File: src/design/medt_pkg.sv
// shared constants, types and float compare helpers for the mesh edge dedup table
package medt_pkg;

  localparam int DEF_MAX_POINTS = 1024;
  localparam int DEF_MAX_EDGES  = 4096;
  localparam int LANES          = 16;
  localparam int LOG_LANES      = 4;
  localparam int MODE_W         = 2;
  localparam int VTX_W          = 10;
  localparam int COORD_W        = 32;
  localparam int PT_W           = 3 * COORD_W;
  localparam int ENTRY_W        = 2 * VTX_W;
  localparam int IDX_OUT_W      = 12;

  localparam logic [MODE_W-1:0] MODE_POINT = 2'd0;
  localparam logic [MODE_W-1:0] MODE_TRI   = 2'd1;
  localparam logic [MODE_W-1:0] MODE_CLEAR = 2'd2;

  typedef enum logic [2:0] {
    ST_IDLE,
    ST_PTS,
    ST_ORIENT,
    ST_SEARCH,
    ST_DECIDE,
    ST_WRITE,
    ST_DONE
  } medt_state_t;

  // per lane match flags for the three triangle edges
  typedef struct packed {
    logic [2:0] fwd;
    logic [2:0] bwd;
  } lane_hit_t;

  function automatic logic fp_is_nan(input logic [COORD_W-1:0] a);
    fp_is_nan = (a[30:23] == 8'hFF) && (a[22:0] != 23'd0);
  endfunction

  function automatic logic fp_eq(input logic [COORD_W-1:0] a, input logic [COORD_W-1:0] b);
    fp_eq = !fp_is_nan(a) && !fp_is_nan(b) &&
            ((a == b) || ((a[30:0] == 31'd0) && (b[30:0] == 31'd0)));
  endfunction

  function automatic logic fp_gt(input logic [COORD_W-1:0] a, input logic [COORD_W-1:0] b);
    logic r;
    if (fp_is_nan(a) || fp_is_nan(b) || fp_eq(a, b)) begin
      r = 1'b0;
    end else if (!a[31] && b[31]) begin
      r = 1'b1;
    end else if (a[31] && !b[31]) begin
      r = 1'b0;
    end else if (!a[31]) begin
      r = a[30:0] > b[30:0];
    end else begin
      r = a[30:0] < b[30:0];
    end
    fp_gt = r;
  endfunction

  // point layout is {x, y, z}; true when p is not lexicographically greater than q
  function automatic logic pt_not_greater(input logic [PT_W-1:0] p, input logic [PT_W-1:0] q);
    logic r;
    r = 1'b1;
    if (fp_gt(p[95:64], q[95:64])) begin
      r = 1'b0;
    end else if (fp_eq(p[95:64], q[95:64])) begin
      if (fp_gt(p[63:32], q[63:32])) begin
        r = 1'b0;
      end else if (fp_eq(p[63:32], q[63:32]) && fp_gt(p[31:0], q[31:0])) begin
        r = 1'b0;
      end
    end
    pt_not_greater = r;
  endfunction

endpackage

File: src/design/medt_merge.sv
// merge stage: folds lane hits of each row beat into per edge found, index and direction
module medt_merge #(
  parameter int RW  = 8,
  parameter int IXW = 13
) (
  input  logic                                   clk,
  input  logic                                   rst,
  input  logic                                   clear,
  input  logic                                   take,
  input  logic [RW-1:0]                          row,
  input  medt_pkg::lane_hit_t [medt_pkg::LANES-1:0] hits,
  output logic [2:0]                             found,
  output logic [2:0]                             bwd,
  output logic [2:0][IXW-1:0]                    idx
);
  import medt_pkg::*;

  logic [2:0]           row_found;
  logic [2:0]           row_bwd;
  logic [2:0][IXW-1:0]  row_idx;

  // a stored edge is unique, so at most one lane hits per edge and an or tree suffices
  always_comb begin
    for (int k = 0; k < 3; k++) begin
      row_found[k] = 1'b0;
      row_bwd[k]   = 1'b0;
      row_idx[k]   = '0;
      for (int l = 0; l < LANES; l++) begin
        if (hits[l].fwd[k] || hits[l].bwd[k]) begin
          row_found[k] = 1'b1;
          row_bwd[k]   = row_bwd[k] | hits[l].bwd[k];
          row_idx[k]   = row_idx[k] | (IXW'(row) << LOG_LANES) | IXW'(l);
        end
      end
    end
  end

  // accumulate over the search pass
  always_ff @(posedge clk) begin
    if (rst || clear) begin
      found <= '0;
      bwd   <= '0;
      idx   <= '0;
    end else if (take) begin
      for (int k = 0; k < 3; k++) begin
        if (row_found[k]) begin
          found[k] <= 1'b1;
          bwd[k]   <= row_bwd[k];
          idx[k]   <= row_idx[k];
        end
      end
    end
  end

endmodule

File: config.mk
export PLATFORM = sky130hd
export DESIGN_NAME = medt_merge
export DESIGN_NICKNAME = d
export VERILOG_FILES = /design/src/design/medt_pkg.sv /design/src/design/medt_merge.sv
export SDC_FILE = /design/constraint.sdc
export NUM_CORES = 1
export LEC_CHECK = 0
export ABC_CLOCK_PERIOD_IN_PS = 5860
export BUFFER_PORTS_ARGS = -buffer_cell sky130_fd_sc_hd__buf_4
export CORE_UTILIZATION = 43
export CTS_CLUSTER_DIAMETER = 80
export DETAILED_ROUTE_END_ITERATION = 8
export MAX_ROUTING_LAYER = met4
export PLACE_DENSITY_LB_ADDON = 0.08
export SLEW_MARGIN = 40
export SYNTH_ARGS = -nofsm -noshare
export SYNTH_HDL_FRONTEND = slang
export SYNTH_SLANG_ARGS = --single-unit
export TNS_END_PERCENT = 50
File: constraint.sdc
create_clock -name clk -period 5.86 [get_ports clk]
set_input_delay 0.293 -clock clk [delete_from_list [all_inputs] [get_ports clk]]
set_output_delay 0.293 -clock clk [all_outputs]
set_load 0.02 [all_outputs]
==> flow_metrics.env <==
export IMPL_status="complete, no violations"
export IMPL_synthArstFlopShare_pct=0
export IMPL_synth_compound_area_share_pct=8.71
export IMPL_drt_initial_drc_count=96
export IMPL_clk_path_buf_depth=2
export IMPL_io_pins=153
export IMPL_regToRegEndpoint="idx[3]$_SDFFE_PP0P_"
export IMPL_cp_end_kind="flip-flop"
export IMPL_fin_nets=474
export IMPL_dpl_hpwl_mm=5.02
export IMPL_clock_latency_ns=0.28
export IMPL_finalWirelength_mm=6.20
export IMPL_synth_area_top_cells="dfxtp_1, mux2i_1, nor4_1, nor2_1, or4_1"
export IMPL_worstPathMaxFanout=8
export IMPL_num_vias=2315
export IMPL_period_share_pct=38.0
export IMPL_cts_tree="built"
export IMPL_final_cell_mix="buf_4, dfxtp_1, nor2_1"
export IMPL_critPathLaunchType="primary input"
export IMPL_ctsHoldBuffers=0
export IMPL_drtPass1Iterations=4
export IMPL_yosys_area_share_xor_xnor_pct=0
export IMPL_gp_congestion=0.919
export IMPL_post_cts_setup_buffers=0
export IMPL_ff2ff_setup_slack_ns=5.16
export IMPL_ir_drop_mv=0.185
export IMPL_start_util_pct=45.2
export IMPL_r2r_start="idx[3]$_SDFFE_PP0P_"
export IMPL_synth_top_family_by_area="simple AND/OR/NAND/NOR gates"
export IMPL_clock_root_buffer="clkbuf_8"
export IMPL_final_max_slew_viol_count=0
export IMPL_cts_resized_gates=0
export IMPL_r2r_cells=2
export IMPL_whs_endpoint="idx[24]$_SDFFE_PP0P_"
export IMPL_via_per_inst=5.53
export IMPL_grt_overflow=0
export IMPL_ant_nets=0
export IMPL_ys_flop_type="dfxtp_1"
export IMPL_maxCapViolCount=0
export IMPL_clock_skew_final_ns=0
export IMPL_layout_setup_ws_ns=3.64
export IMPL_syn_avg_cell_area_um2=9.16
export IMPL_yosys_area_share_simple_pct=30.3
export IMPL_worstPathArrival_ns=2.38
export IMPL_drive_gt1_share_pct=45.5
export IMPL_grt_pass1_vias=2268
export IMPL_cp_required_ns=6.01
export IMPL_pwr_density_cell_nw_per_um2=199
export IMPL_die_width_um=70.1
export IMPL_min_from="row[7]"
export IMPL_slew_limit_headroom_pct=48.0
export IMPL_ys_seq_elements=42
export IMPL_synth_edf_count=0
export IMPL_track_usage_pct=25.5
export IMPL_synth_area_um2=2000
export IMPL_holdCritPathClass="in2reg"
export IMPL_finalSetupViolations=0
export IMPL_area_growth_pct=61.5
export IMPL_setup_tns_ns=0
export IMPL_muxShareOfSynthArea_pct=14.5
export IMPL_hold_depth=3
export IMPL_grt_pass1_wl_mm=9.91
export IMPL_synth_seq_area_share_pct=42.1
export IMPL_cts_made_buffers=5
export IMPL_rsz0062_at_grt="no"
export IMPL_antenna_found_initial=0
export IMPL_fp_dieArea_um2=4920
export IMPL_rows=24
export IMPL_grt_max_degree=43
export IMPL_remaining_drc_errors=0
export IMPL_synth_top_cell_by_area="dfxtp_1"
export IMPL_period_needed_ns=2.22
export IMPL_yosys_area_top_type_share_pct=42.1
export IMPL_antenna_cells=0
export IMPL_wl_per_cell_um=14.8
export IMPL_ctsHtreeMaxLevel=2
export IMPL_synthCells=218
export IMPL_port_buffer_count=149
export IMPL_finalHoldViolCount=0
export IMPL_tightest_slew_ns=0.780
export IMPL_pre_cts_ws_ns=3.25
export IMPL_ys_types=29
export IMPL_final_common_cell="buf_4"
export IMPL_synthAdderAreaFrac_pct=0
export IMPL_p_leak_nw=1.53
export IMPL_clock_fmax_ghz=0.449
export IMPL_criticalPathCategory="in2reg"
export IMPL_whs_ns=0.253
export IMPL_path_clk_slew_ns=0.08
export IMPL_core_area_um2=4410
export IMPL_ys_warnings_count=0
export IMPL_fp_dieH_um=70.1
export IMPL_cts_sinks=42
final cells by class:
| type | instances | area (µm²) |
|---|---|---|
| clock inverter | 2 | 12.5 |
| clock buffer | 6 | 82.6 |
| sequential | 42 | 841 |
| inverter | 3 | 11.3 |
| multi-input combinational | 163 | 1080 |
| tap | 52 | 65.1 |
| timing repair buffer | 151 | 1130 |
| fill | 371 | 1190 |
synth_stat cells, drive strengths merged, types with 2 or more instances:
cell	n
clkbuf	6
nand4	10
nand3	2
dfxtp	42
or4	11
nor3	5
nand2	7
a211oi	3
o41ai	3
nor4	33
inv	3
mux2i	29
buf	6
nor2	41
a21oi	6
a22oi	2
state kept, by name, summed over array words and instances, names as in the netlist:
register,count
idx,36
found,3
bwd,3
metrics by stage:
stage          area (µm²)  cells  power [mW]  util [%]
4_1_cts              3220    418       0.645      72.9
2_1_floorplan        2000    220       0.368         -
3_3_place_gp         3120    409       0.454      70.6
3_5_place_dp         3120    410       0.456      70.7
5_1_grt              3230    419       0.668      73.1
6_report             3230    419       0.642      73.1
how the worst max path moves through the flow:
stage / start / endpoint / slack [ns] / cells past startpoint
2_1_floorplan: hits[80] / idx[30]$_SDFFE_PP0P_ / 3.76 / 6
3_3_place_gp: hits[80] / idx[33]$_SDFFE_PP0P_ / 3.30 / 6
3_5_place_dp: hits[80] / idx[37]$_SDFFE_PP0P_ / 3.25 / 6
4_1_cts: hits[80] / idx[31]$_SDFFE_PP0P_ / 3.57 / 6
5_1_grt: hits[13] / idx[19]$_SDFFE_PP0P_ / 3.45 / 7
6_report: hits[13] / idx[18]$_SDFFE_PP0P_ / 3.64 / 7
metal layers:
layer  part of all wire [%]  track usage (%)  vias to the layer above
met5                      0                -                        -
met4                    2.1             9.78                        0
met3                    6.9             4.91                       15
met2                     50             44.2                      123
met1                     41             29.1                     1058
li1                       -                -                     1119
cell families (layout without fill, tap and decap cells):
group,Yosys count,in the layout
simple gates,113,113
flops,42,42
mux,29,29
compound gates,18,18
buf+inv,15,162
other cells,1,3
power breakdown:
part           switching [mW]  total, mW  internal (mW)
combinational          0.0666      0.147         0.0799
sequential            0.00610      0.303          0.297
clock                  0.0975      0.192         0.0947
total                   0.170      0.642          0.472
critical path, cell delays in order:
cell and delay [ns]:
buf_4 0.11, nor4_1 0.47, nand4_1 0.27, o41ai_4 0.70, buf_4 0.28, mux2i_1 0.19
nor2_1 0.05
Note: power is estimated with default switching activity, not from simulation.
